$ cat config.mk
export PLATFORM = sky130hd
export DESIGN_NAME = adjacency_matrix_graph_traversal
export DESIGN_NICKNAME = d
export VERILOG_FILES = /design/src/hw/rtl/amgt_pkg.sv /design/src/hw/rtl/amgt_seq.sv /design/src/hw/rtl/adjacency_matrix_graph_traversal.sv
export SDC_FILE = /design/constraint.sdc
export NUM_CORES = 2
export LEC_CHECK = 0
export BUFFER_PORTS_ARGS = -buffer_cell sky130_fd_sc_hd__buf_2
export CAP_MARGIN = 10
export CORE_AREA = 2 2 364 366
export CTS_BUF_LIST = sky130_fd_sc_hd__clkbuf_16
export CTS_CLUSTER_DIAMETER = 200
export DETAILED_ROUTE_END_ITERATION = 8
export DIE_AREA = 0 0 366 368
export PLACE_DENSITY = 0.74
export RECOVER_POWER = 100
export SETUP_SLACK_MARGIN = 0.2
export SYNTH_ARGS = -nofsm -noshare
export SYNTH_HDL_FRONTEND = slang
export SYNTH_SLANG_ARGS = --single-unit
export TNS_END_PERCENT = 5
$ cat constraint.sdc
create_clock -name i_clk -period 26.3 [get_ports i_clk]
set_input_delay 3.945 -clock i_clk [delete_from_list [all_inputs] [get_ports i_clk]]
set_output_delay 3.945 -clock i_clk [all_outputs]
set_load 0.005 [all_outputs]
$ cat src/hw/rtl/amgt_pkg.sv
// Package: widths, codes and the microcode store for the graph traversal block.
`timescale 1ns / 1ps
`default_nettype none

package amgt_pkg;

    // Sizes
    localparam int MAX_VERTICES = 16;
    localparam int VTX_W        = 4;
    localparam int CNT_W        = 5;
    localparam int WORK_DEPTH   = 256;
    localparam int WORK_AW      = 8;
    localparam int PTR_W        = 9;

    typedef logic [MAX_VERTICES-1:0] t_row;
    typedef logic [VTX_W-1:0]        t_vtx;

    // Input func codes
    localparam logic [2:0] FN_SET_EDGE = 3'd0;
    localparam logic [2:0] FN_CLR_EDGE = 3'd1;
    localparam logic [2:0] FN_BFS      = 3'd2;
    localparam logic [2:0] FN_DFS      = 3'd3;
    localparam logic [2:0] FN_ACTIVATE = 3'd4;
    localparam logic [2:0] FN_DEACT    = 3'd5;

    // Result status codes
    localparam logic [1:0] ST_VISIT  = 2'd0;
    localparam logic [1:0] ST_ACK    = 2'd1;
    localparam logic [1:0] ST_BADVTX = 2'd2;
    localparam logic [1:0] ST_ABSENT = 2'd3;

    // Configuration register indexes
    localparam logic CFG_DIRECTED = 1'b0;
    localparam logic CFG_COUNT    = 1'b1;

    // Datapath operations
    localparam logic [4:0] OP_NONE       = 5'd0;
    localparam logic [4:0] OP_LATCH      = 5'd1;
    localparam logic [4:0] OP_EMIT_ERR   = 5'd2;
    localparam logic [4:0] OP_EMIT_ACK   = 5'd3;
    localparam logic [4:0] OP_EMIT_ABS   = 5'd4;
    localparam logic [4:0] OP_WR_ACTIVE  = 5'd5;
    localparam logic [4:0] OP_RD_A       = 5'd6;
    localparam logic [4:0] OP_RD_B       = 5'd7;
    localparam logic [4:0] OP_WR_A_SET   = 5'd8;
    localparam logic [4:0] OP_WR_B_SET   = 5'd9;
    localparam logic [4:0] OP_WR_A_CLR   = 5'd10;
    localparam logic [4:0] OP_WR_B_CLR   = 5'd11;
    localparam logic [4:0] OP_WALK_INIT  = 5'd12;
    localparam logic [4:0] OP_POP        = 5'd13;
    localparam logic [4:0] OP_VISIT      = 5'd14;
    localparam logic [4:0] OP_LOAD_CAND  = 5'd15;
    localparam logic [4:0] OP_PUSH       = 5'd16;
    localparam logic [4:0] OP_FINISH     = 5'd17;

    // Wait conditions: the step stalls until this holds
    localparam logic [1:0] W_NONE = 2'd0;
    localparam logic [1:0] W_IN   = 2'd1;
    localparam logic [1:0] W_OUT  = 2'd2;
    localparam logic [1:0] W_PEND = 2'd3;

    // Branch conditions
    localparam logic [3:0] C_NEVER       = 4'd0;
    localparam logic [3:0] C_ALWAYS      = 4'd1;
    localparam logic [3:0] C_FUNC_SET    = 4'd2;
    localparam logic [3:0] C_FUNC_CLR    = 4'd3;
    localparam logic [3:0] C_FUNC_WALK   = 4'd4;
    localparam logic [3:0] C_FUNC_ACT    = 4'd5;
    localparam logic [3:0] C_BAD_SET     = 4'd6;
    localparam logic [3:0] C_BAD_AB      = 4'd7;
    localparam logic [3:0] C_BAD_A       = 4'd8;
    localparam logic [3:0] C_BAD_WALK    = 4'd9;
    localparam logic [3:0] C_EDGE_ABSENT = 4'd10;
    localparam logic [3:0] C_DIRECTED    = 4'd11;
    localparam logic [3:0] C_LIST_EMPTY  = 4'd12;
    localparam logic [3:0] C_SEEN        = 4'd13;
    localparam logic [3:0] C_CAND_NONE   = 4'd14;

    // Program step addresses
    localparam int STEP_W = 5;
    localparam logic [STEP_W-1:0] S_IDLE   = 5'd0;
    localparam logic [STEP_W-1:0] S_ERR    = 5'd5;
    localparam logic [STEP_W-1:0] S_ACT    = 5'd6;
    localparam logic [STEP_W-1:0] S_ACK    = 5'd8;
    localparam logic [STEP_W-1:0] S_SET    = 5'd9;
    localparam logic [STEP_W-1:0] S_CLR    = 5'd15;
    localparam logic [STEP_W-1:0] S_ABSENT = 5'd21;
    localparam logic [STEP_W-1:0] S_WALK   = 5'd22;
    localparam logic [STEP_W-1:0] S_POP    = 5'd24;
    localparam logic [STEP_W-1:0] S_SCAN   = 5'd29;
    localparam logic [STEP_W-1:0] S_FINISH = 5'd31;

    typedef struct packed {
        logic [4:0]        op;
        logic [1:0]        wt;
        logic [3:0]        cond;
        logic [STEP_W-1:0] target;
    } t_uword;

    // Status flags from the datapath to the sequencer
    typedef struct packed {
        logic in_valid;
        logic out_free;
        logic pend_valid;
        logic func_set;
        logic func_clr;
        logic func_walk;
        logic func_act;
        logic bad_set;
        logic bad_ab;
        logic bad_a;
        logic bad_walk;
        logic edge_absent;
        logic directed;
        logic list_empty;
        logic seen;
        logic cand_none;
    } t_flags;

    // Controls from the sequencer to the datapath
    typedef struct packed {
        logic       fire;
        logic [4:0] op;
        logic       idle;
    } t_ctrl;

    function automatic t_uword uw(input logic [4:0] op, input logic [1:0] wt,
                                  input logic [3:0] cond,
                                  input logic [STEP_W-1:0] target);
        t_uword w;
        w.op     = op;
        w.wt     = wt;
        w.cond   = cond;
        w.target = target;
        return w;
    endfunction

    // Microcode store
    function automatic t_uword ucode(input logic [STEP_W-1:0] step);
        t_uword w;
        case (step)
            // take one word and decode func
            5'd0:  w = uw(OP_LATCH,     W_IN,   C_NEVER,       S_IDLE);
            5'd1:  w = uw(OP_NONE,      W_NONE, C_FUNC_SET,    S_SET);
            5'd2:  w = uw(OP_NONE,      W_NONE, C_FUNC_CLR,    S_CLR);
            5'd3:  w = uw(OP_NONE,      W_NONE, C_FUNC_WALK,   S_WALK);
            5'd4:  w = uw(OP_NONE,      W_NONE, C_FUNC_ACT,    S_ACT);
            5'd5:  w = uw(OP_EMIT_ERR,  W_OUT,  C_ALWAYS,      S_IDLE);
            // activate / deactivate
            5'd6:  w = uw(OP_NONE,      W_NONE, C_BAD_A,       S_ERR);
            5'd7:  w = uw(OP_WR_ACTIVE, W_NONE, C_NEVER,       S_IDLE);
            5'd8:  w = uw(OP_EMIT_ACK,  W_OUT,  C_ALWAYS,      S_IDLE);
            // set edge
            5'd9:  w = uw(OP_NONE,      W_NONE, C_BAD_SET,     S_ERR);
            5'd10: w = uw(OP_RD_A,      W_NONE, C_NEVER,       S_IDLE);
            5'd11: w = uw(OP_WR_A_SET,  W_NONE, C_NEVER,       S_IDLE);
            5'd12: w = uw(OP_NONE,      W_NONE, C_DIRECTED,    S_ACK);
            5'd13: w = uw(OP_RD_B,      W_NONE, C_NEVER,       S_IDLE);
            5'd14: w = uw(OP_WR_B_SET,  W_NONE, C_ALWAYS,      S_ACK);
            // clear edge
            5'd15: w = uw(OP_NONE,      W_NONE, C_BAD_AB,      S_ERR);
            5'd16: w = uw(OP_RD_A,      W_NONE, C_NEVER,       S_IDLE);
            5'd17: w = uw(OP_NONE,      W_NONE, C_EDGE_ABSENT, S_ABSENT);
            5'd18: w = uw(OP_WR_A_CLR,  W_NONE, C_DIRECTED,    S_ACK);
            5'd19: w = uw(OP_RD_B,      W_NONE, C_NEVER,       S_IDLE);
            5'd20: w = uw(OP_WR_B_CLR,  W_NONE, C_ALWAYS,      S_ACK);
            5'd21: w = uw(OP_EMIT_ABS,  W_OUT,  C_ALWAYS,      S_IDLE);
            // walk
            5'd22: w = uw(OP_NONE,      W_NONE, C_BAD_WALK,    S_ERR);
            5'd23: w = uw(OP_WALK_INIT, W_NONE, C_NEVER,       S_IDLE);
            5'd24: w = uw(OP_NONE,      W_NONE, C_LIST_EMPTY,  S_FINISH);
            5'd25: w = uw(OP_POP,       W_NONE, C_NEVER,       S_IDLE);
            5'd26: w = uw(OP_NONE,      W_NONE, C_SEEN,        S_POP);
            5'd27: w = uw(OP_VISIT,     W_PEND, C_NEVER,       S_IDLE);
            5'd28: w = uw(OP_LOAD_CAND, W_NONE, C_NEVER,       S_IDLE);
            5'd29: w = uw(OP_NONE,      W_NONE, C_CAND_NONE,   S_POP);
            5'd30: w = uw(OP_PUSH,      W_NONE, C_ALWAYS,      S_SCAN);
            5'd31: w = uw(OP_FINISH,    W_OUT,  C_ALWAYS,      S_IDLE);
            default: w = uw(OP_NONE,    W_NONE, C_ALWAYS,      S_IDLE);
        endcase
        return w;
    endfunction

endpackage

`default_nettype wire

$ cat src/hw/rtl/amgt_seq.sv
// Microcode sequencer: step counter, control store, wait and branch logic.
`timescale 1ns / 1ps
`default_nettype none

module amgt_seq
    import amgt_pkg::*;
(
    input  wire    i_clk,
    input  wire    i_rst_n,
    input  t_flags i_flags,
    output t_ctrl  o_ctrl
);

    logic [STEP_W-1:0] r_step;
    logic [STEP_W-1:0] n_step;
    t_uword            w;
    logic              ready;
    logic              taken;

    assign w = ucode(r_step);

    // wait gate
    always_comb begin
        case (w.wt)
            W_NONE:  ready = 1'b1;
            W_IN:    ready = i_flags.in_valid;
            W_OUT:   ready = i_flags.out_free;
            W_PEND:  ready = !i_flags.pend_valid || i_flags.out_free;
            default: ready = 1'b1;
        endcase
    end

    // branch condition select
    always_comb begin
        case (w.cond)
            C_NEVER:       taken = 1'b0;
            C_ALWAYS:      taken = 1'b1;
            C_FUNC_SET:    taken = i_flags.func_set;
            C_FUNC_CLR:    taken = i_flags.func_clr;
            C_FUNC_WALK:   taken = i_flags.func_walk;
            C_FUNC_ACT:    taken = i_flags.func_act;
            C_BAD_SET:     taken = i_flags.bad_set;
            C_BAD_AB:      taken = i_flags.bad_ab;
            C_BAD_A:       taken = i_flags.bad_a;
            C_BAD_WALK:    taken = i_flags.bad_walk;
            C_EDGE_ABSENT: taken = i_flags.edge_absent;
            C_DIRECTED:    taken = i_flags.directed;
            C_LIST_EMPTY:  taken = i_flags.list_empty;
            C_SEEN:        taken = i_flags.seen;
            C_CAND_NONE:   taken = i_flags.cand_none;
            default:       taken = 1'b0;
        endcase
    end

    // next step
    always_comb begin
        if (!ready) begin
            n_step = r_step;
        end else if (taken) begin
            n_step = w.target;
        end else begin
            n_step = r_step + STEP_W'(1);
        end
    end

    always_ff @(posedge i_clk) begin
        if (!i_rst_n) begin
            r_step <= S_IDLE;
        end else begin
            r_step <= n_step;
        end
    end

    assign o_ctrl.fire = ready;
    assign o_ctrl.op   = w.op;
    assign o_ctrl.idle = (r_step == S_IDLE);

endmodule

`default_nettype wire

$ cat src/hw/rtl/adjacency_matrix_graph_traversal.sv
// Top level: adjacency matrix store with breadth-first and depth-first walks.
//
// Input channel (i_valid / o_stall) takes one word: func, vertex_a, vertex_b.
// Output channel (o_valid / i_stall) gives result words: visited_vertex,
// status and last; last marks the final word of each input word.
// Config channel (i_cfg_valid / o_cfg_ready, always ready): index 0 is
// directed_mode, index 1 is vertex_count. Write only while the block is idle.
// A microcoded sequencer runs one control word per cycle over a plain
// datapath, holding a step while its wait condition is false; o_stall is
// low only in the idle step. The row scan of a walk pushes the lowest set
// candidate bit first.
// One visit is held back until the next is found, so last can be set.
// When the receiver stalls, the output register holds and the sequencer
// waits at its next emit step; other steps keep running.
// Reset clears the matrix (per-row valid bits), flags, config and control.

`timescale 1ns / 1ps
`default_nettype none

module adjacency_matrix_graph_traversal
    import amgt_pkg::*;
(
    input  wire        i_clk,
    input  wire        i_rst_n,
    // input words
    input  wire        i_valid,
    output logic       o_stall,
    input  wire  [2:0] i_func,
    input  wire  [3:0] i_vertex_a,
    input  wire  [3:0] i_vertex_b,
    // result words
    output logic       o_valid,
    input  wire        i_stall,
    output logic [3:0] o_visited_vertex,
    output logic [1:0] o_status,
    output logic       o_last,
    // configuration
    input  wire        i_cfg_valid,
    output logic       o_cfg_ready,
    input  wire        i_cfg_index,
    input  wire  [4:0] i_cfg_data
);

    t_flags flags;
    t_ctrl  ctrl;

    // config registers
    logic             r_directed;
    logic [CNT_W-1:0] r_count;

    // latched word
    logic [2:0] r_func;
    t_vtx       r_a;
    t_vtx       r_b;

    // graph state
    t_row adj_mem [MAX_VERTICES];
    t_row r_row_vld;
    t_row r_row_rd;
    t_row r_active;

    // walk state
    t_vtx             work_mem [WORK_DEPTH];
    t_vtx             r_cur;
    t_row             r_visited;
    t_row             r_cand;
    logic [PTR_W-1:0] r_head;
    logic [PTR_W-1:0] r_tail;
    logic             r_pend_valid;
    t_vtx             r_pend_v;

    logic             out_free;
    logic [CNT_W-1:0] slots;
    t_row             slot_mask;
    logic             a_ok;
    logic             b_ok;
    logic             a_act;
    logic             b_act;
    logic             is_dfs;
    t_vtx             push_v;

    logic             emit;
    t_vtx             emit_v;
    logic [1:0]       emit_st;
    logic             emit_last;

    logic             mat_rd;
    t_vtx             mat_rd_addr;
    logic             mat_wr;
    t_vtx             mat_wr_addr;
    t_row             mat_wr_data;

    logic                 wl_wr;
    logic [WORK_AW-1:0]   wl_wr_addr;
    t_vtx                 wl_wr_data;
    logic                 wl_rd;
    logic [WORK_AW-1:0]   wl_rd_addr;
    logic [PTR_W-1:0]     tail_m1;

    assign o_stall     = !ctrl.idle;
    assign o_cfg_ready = 1'b1;
    assign out_free    = !o_valid || !i_stall;
    assign is_dfs      = r_func[0];
    assign tail_m1     = r_tail - PTR_W'(1);

    // slot range and validity checks
    always_comb begin
        slots = (r_count > CNT_W'(MAX_VERTICES)) ? CNT_W'(MAX_VERTICES) : r_count;
        for (int i = 0; i < MAX_VERTICES; i++) begin
            slot_mask[i] = (CNT_W'(i) < slots);
        end
        a_ok  = ({1'b0, r_a} < slots);
        b_ok  = ({1'b0, r_b} < slots);
        a_act = a_ok && r_active[r_a];
        b_act = b_ok && r_active[r_b];
    end

    // lowest candidate neighbor
    always_comb begin
        push_v = '0;
        for (int i = MAX_VERTICES - 1; i >= 0; i--) begin
            if (r_cand[i]) begin
                push_v = VTX_W'(i);
            end
        end
    end

    // flags to the sequencer
    always_comb begin
        flags.in_valid    = i_valid;
        flags.out_free    = out_free;
        flags.pend_valid  = r_pend_valid;
        flags.func_set    = (r_func == FN_SET_EDGE);
        flags.func_clr    = (r_func == FN_CLR_EDGE);
        flags.func_walk   = r_func inside {FN_BFS, FN_DFS};
        flags.func_act    = r_func inside {FN_ACTIVATE, FN_DEACT};
        flags.bad_set     = !(a_act && b_act);
        flags.bad_ab      = !(a_ok && b_ok);
        flags.bad_a       = !a_ok;
        flags.bad_walk    = !a_act;
        flags.edge_absent = !r_row_rd[r_b];
        flags.directed    = r_directed;
        flags.list_empty  = !(r_head < r_tail);
        flags.seen        = r_visited[r_cur];
        flags.cand_none   = (r_cand == '0);
    end

    amgt_seq u_seq (
        .i_clk   (i_clk),
        .i_rst_n (i_rst_n),
        .i_flags (flags),
        .o_ctrl  (ctrl)
    );

    // datapath decode of the current control word
    always_comb begin
        emit        = 1'b0;
        emit_v      = '0;
        emit_st     = ST_ACK;
        emit_last   = 1'b1;
        mat_rd      = 1'b0;
        mat_rd_addr = r_a;
        mat_wr      = 1'b0;
        mat_wr_addr = r_a;
        mat_wr_data = r_row_rd;
        wl_wr       = 1'b0;
        wl_wr_addr  = r_tail[WORK_AW-1:0];
        wl_wr_data  = push_v;
        wl_rd       = 1'b0;
        wl_rd_addr  = is_dfs ? tail_m1[WORK_AW-1:0] : r_head[WORK_AW-1:0];
        if (ctrl.fire) begin
            case (ctrl.op)
                OP_EMIT_ERR: begin
                    emit    = 1'b1;
                    emit_st = ST_BADVTX;
                end
                OP_EMIT_ACK: begin
                    emit    = 1'b1;
                    emit_st = ST_ACK;
                end
                OP_EMIT_ABS: begin
                    emit    = 1'b1;
                    emit_st = ST_ABSENT;
                end
                OP_RD_A: begin
                    mat_rd = 1'b1;
                end
                OP_RD_B: begin
                    mat_rd      = 1'b1;
                    mat_rd_addr = r_b;
                end
                OP_WR_A_SET: begin
                    mat_wr      = 1'b1;
                    mat_wr_data = r_row_rd | (t_row'(1) << r_b);
                end
                OP_WR_B_SET: begin
                    mat_wr      = 1'b1;
                    mat_wr_addr = r_b;
                    mat_wr_data = r_row_rd | (t_row'(1) << r_a);
                end
                OP_WR_A_CLR: begin
                    mat_wr      = 1'b1;
                    mat_wr_data = r_row_rd & ~(t_row'(1) << r_b);
                end
                OP_WR_B_CLR: begin
                    mat_wr      = 1'b1;
                    mat_wr_addr = r_b;
                    mat_wr_data = r_row_rd & ~(t_row'(1) << r_a);
                end
                OP_WALK_INIT: begin
                    wl_wr      = 1'b1;
                    wl_wr_addr = '0;
                    wl_wr_data = r_a;
                end
                OP_POP: begin
                    wl_rd = 1'b1;
                end
                OP_VISIT: begin
                    mat_rd      = 1'b1;
                    mat_rd_addr = r_cur;
                    emit        = r_pend_valid;
                    emit_v      = r_pend_v;
                    emit_st     = ST_VISIT;
                    emit_last   = 1'b0;
                end
                OP_PUSH: begin
                    wl_wr = (r_tail < PTR_W'(WORK_DEPTH));
                end
                OP_FINISH: begin
                    emit    = 1'b1;
                    emit_v  = r_pend_v;
                    emit_st = ST_VISIT;
                end
                default: begin
                end
            endcase
        end
    end

    // adjacency matrix memory, registered read; a row not written since reset reads empty
    always_ff @(posedge i_clk) begin
        if (mat_wr) begin
            adj_mem[mat_wr_addr] <= mat_wr_data;
        end
        if (mat_rd) begin
            r_row_rd <= r_row_vld[mat_rd_addr] ? adj_mem[mat_rd_addr] : '0;
        end
    end

    // work list memory, registered read
    always_ff @(posedge i_clk) begin
        if (wl_wr) begin
            work_mem[wl_wr_addr] <= wl_wr_data;
        end
        if (wl_rd) begin
            r_cur <= work_mem[wl_rd_addr];
        end
    end

    // control and flag registers
    always_ff @(posedge i_clk) begin
        if (!i_rst_n) begin
            r_directed   <= 1'b0;
            r_count      <= '0;
            r_row_vld    <= '0;
            r_active     <= '0;
            r_visited    <= '0;
            r_head       <= '0;
            r_tail       <= '0;
            r_pend_valid <= 1'b0;
            o_valid      <= 1'b0;
        end else begin
            // configuration writes
            if (i_cfg_valid && o_cfg_ready) begin
                case (i_cfg_index)
                    CFG_DIRECTED: r_directed <= i_cfg_data[0];
                    CFG_COUNT:    r_count    <= i_cfg_data;
                    default:      r_count    <= r_count;
                endcase
            end
            if (mat_wr) begin
                r_row_vld[mat_wr_addr] <= 1'b1;
            end
            // output register
            if (emit) begin
                o_valid <= 1'b1;
            end else if (o_valid && !i_stall) begin
                o_valid <= 1'b0;
            end
            if (ctrl.fire) begin
                case (ctrl.op)
                    OP_WR_ACTIVE: begin
                        r_active[r_a] <= !r_func[0];
                    end
                    OP_WALK_INIT: begin
                        r_visited    <= '0;
                        r_head       <= '0;
                        r_tail       <= PTR_W'(1);
                        r_pend_valid <= 1'b0;
                    end
                    OP_POP: begin
                        if (is_dfs) begin
                            r_tail <= tail_m1;
                        end else begin
                            r_head <= r_head + PTR_W'(1);
                        end
                    end
                    OP_VISIT: begin
                        r_visited[r_cur] <= 1'b1;
                        r_pend_valid     <= 1'b1;
                    end
                    OP_PUSH: begin
                        if (r_tail < PTR_W'(WORK_DEPTH)) begin
                            r_tail <= r_tail + PTR_W'(1);
                        end
                    end
                    OP_FINISH: begin
                        r_pend_valid <= 1'b0;
                    end
                    default: begin
                    end
                endcase
            end
        end
    end

    // payload registers
    always_ff @(posedge i_clk) begin
        if (ctrl.fire && ctrl.op == OP_LATCH) begin
            r_func <= i_func;
            r_a    <= i_vertex_a;
            r_b    <= i_vertex_b;
        end
        if (ctrl.fire && ctrl.op == OP_VISIT) begin
            r_pend_v <= r_cur;
        end
        if (ctrl.fire && ctrl.op == OP_LOAD_CAND) begin
            // unvisited neighbors in the live slots
            r_cand <= r_row_rd & ~r_visited & slot_mask;
        end else if (ctrl.fire && ctrl.op == OP_PUSH) begin
            r_cand <= r_cand & (r_cand - t_row'(1));
        end
        if (emit) begin
            o_visited_vertex <= emit_v;
            o_status         <= emit_st;
            o_last           <= emit_last;
        end
    end

endmodule

`default_nettype wire

==> impl_metrics.py <==
metrics = {
    "run_status": {
        "status": "finished with violations",
        "violations": "max-capacitance violations, max-slew violations",
    },
    "grt": {
        "first_global_vias": 40300,
        "grt_pass1_wl_um": 234000,
        "antenna_found_initial": 0,
        "grt_max_degree": 219,
        "gr-total-overflow": 0,
        "grt_use_total": 0.222,
    },
    "clocking": {
        "ctsResizeCount": 0,
        "cts_tree": "built",
        "cts_sinks": 1433,
        "clk_pin_slew_ns": 0.06,
        "post_cts_buffers": 0,
        "clock_path_buffers": 3,
        "cts_hold_buf": 0,
        "cts_root_buf": "clkbuf_16",
        "clk_latency_ns": 0.80,
        "numCtsBuffers": 143,
        "htreeDepth": 4,
    },
    "synth": {
        "synth_edf_count": 1338,
        "synth-seq-cells": 1433,
        "synth-warning-count": 0,
        "ys_seq_area_frac": 0.687,
        "synth_nets": 5281,
        "ys.flop_type": "edfxtp_1",
        "yosysUniqueCellTypes": 81,
        "syn_inst": 5238,
        "avgSynthCellArea_um2": 11.7,
        "netlist_area_um2": 61200,
        "synthArstFlopShare": 0,
    },
    "power_and_ir_drop": {
        "irDropWorstVdd_mv": 0.122,
        "p_per_area_nw_per_um2": 92.2,
        "leakage_uw": 0.0225,
    },
    "cells_and_area": {
        "layoutNonFillerInstCount": 6967,
        "layout_commonest_cell": "nand2_1",
        "antenna_cells": 0,
        "drive_above_1_share": 0.0614,
        "fill_cells": 11000,
        "ff_latch_area_um2": 42100,
        "multiInputGateArea_um2": 17600,
        "layout_common_cells": "nand2_1, edfxtp_1, nor2_1",
        "nets": 5146,
        "area_growth_pct": 9.59,
    },
    "placed_design": {
        "portBuffers": 30,
        "dp_cells": 6707,
        "gp_congestion": 0.893,
        "hpwl_um": 84100,
    },
    "timing": {
        "setup_tns_ns": 0,
        "clock.fmax_ghz": 0.0637,
        "fin_crit_sh": 0.597,
        "slew_headroom": -5.08,
        "hold_viol": 0,
        "rsz0062_at_grt": "no",
        "period_needed_ns": 15.71,
        "holdWs_ns": 0.474,
        "setup_viol": 0,
        "worst_slew_pin_slew_ns": 9.12,
        "slew_viol_final": 1589,
        "clock-skew-final_ns": 0.0594,
    },
    "detailed_routing": {
        "routedWlPerCell_um": 22.0,
        "drt_wl_total_um": 154000,
        "ant_nets": 0,
        "drt_iter0_drc": 5412,
        "dr.pass1.iters": 8,
        "route.detailed.drc": 0,
        "viasPerCell": 6.05,
        "num_vias": 42200,
    },
    "floorplan": {
        "dieArea_um2": 135000,
        "die_h_um": 368,
        "core.rowCount": 133,
        "pin_count": 32,
        "core_um2": 131000,
        "initial_core_util": 0.468,
        "die_x_um": 366,
    },
    "critical_path": {
        "rrSetupSlack_ns": 13.43,
        "crit_path_end_kind": "flip-flop",
        "crit_path_start_kind": "input port",
        "worstPathMaxFanout": 183,
        "rr_worst_depth": 10,
        "r2r_end": "work_mem[116][1]",
        "crit_required_ns": 26.47,
        "path_class": "in2reg",
        "reg2reg_from": "u_seq.w[9]",
        "arrival_ns": 15.88,
    },
    "hold_path": {
        "hold_start": "r_row_vld[10]",
        "holdPathEnd": "r_row_vld[10]",
        "hp-class": "reg2reg",
        "hold_depth": 2,
    },
    "run": {
        "cap_violations": 27,
    },
}
[flip-flops by register name, summed over array words and instances (netlist names), 9 cells and up]
signal     count
r_row_rd      16
u_seq.w       16
r_cand        16
r_tail         9
r_active      16
r_visited     16
adj_mem      256
work_mem    1024
r_head         9
r_row_vld     16
[worst max-delay path, cell delays in order]
cell and delay, ns:
buf_2 0.10, or3_1 0.32, o21ai_0 0.08, clkbuf_1 1.04
nor2_1 0.11, clkbuf_1 0.48, o41ai_1 0.55, clkbuf_1 0.52
clkbuf_1 6.32, clkbuf_1 2.24
[metrics by stage]
step,area [µm²],util,setup slack (ns),power (µW)
after floorplan,61200,-,3.64,3810
after global placement,63000,0.481,18.23,4240
after detailed placement,63000,0.481,18.09,4280
after CTS,67300,0.515,18.86,6170
after global routing,67100,0.513,9.60,6440
final,67100,0.513,10.59,6190
[where the power goes]
group          switching, µW  total [µW]  internal (µW)
Sequential              52.1        2570           2520
Combinational           1180        1720            538
Clock                    861        1900           1040
[cells in the mapped netlist (27+ instances only)]
master,instances,area share
a311oi_1,246,0.035
nand2b_1,27,0.0028
inv_1,36,0.0022
and3_1,200,0.020
nor3_1,48,0.0039
buf_2,27,0.0022
edfxtp_1,1338,0.66
o21ai_0,65,0.0053
clkbuf_1,315,0.019
dfxtp_1,95,0.031
a21oi_1,141,0.012
a31oi_1,107,0.011
buf_1,45,0.0028
nor2_1,439,0.027
nand2_1,1399,0.086
a211oi_1,87,0.011
nand3_1,303,0.025
[metal layers]
layer | wire length [µm] | part of all wire | global-route usage
met5 | 0 | 0 | 0
met1 | 60300 | 0.39 | 0.295
met4 | 5070 | 0.033 | 0.0840
met3 | 14500 | 0.095 | 0.0383
met2 | 73600 | 0.48 | 0.366
[logic make-up (layout without fill, tap and decap cells)]
group	after synthesis	after routing	synth area share
AO/OA/AOI/OAI	786	786	0.0928
flip-flops	1433	1433	0.687
other	1	1	0.0000613
adder cells (fa/ha/maj)	21	21	0.00429
AND/OR/NAND/NOR	2512	2512	0.176
buffers and inverters	432	406	0.0276
multiplexers	38	38	0.00922
XOR/XNOR	15	15	0.00215
[final cells by class]
type	count	share of cell area
clock buffers	147	0.0548
repair buffers	112	0.00940
flip-flops and latches	1433	0.627
inverters	40	0.00226
well taps	1755	0.0327
clock inverters	107	0.0104
multi-input cells	3373	0.263
[worst max-delay path by stage]
stage                 start          endpoint  slack [ns]  cells after the start
floorplan           i_valid    work_mem[0][1]        3.64                      7
global placement    i_valid      r_row_rd[13]       18.23                     12
detailed placement  i_valid      r_row_rd[12]       18.09                     12
CTS                 i_stall      r_row_rd[12]       18.86                     12
global route        i_valid  work_mem[119][1]        9.60                     10
finish              i_valid  work_mem[116][1]       10.59                     10
No activity file was read; power rests on OpenSTA's default activity.
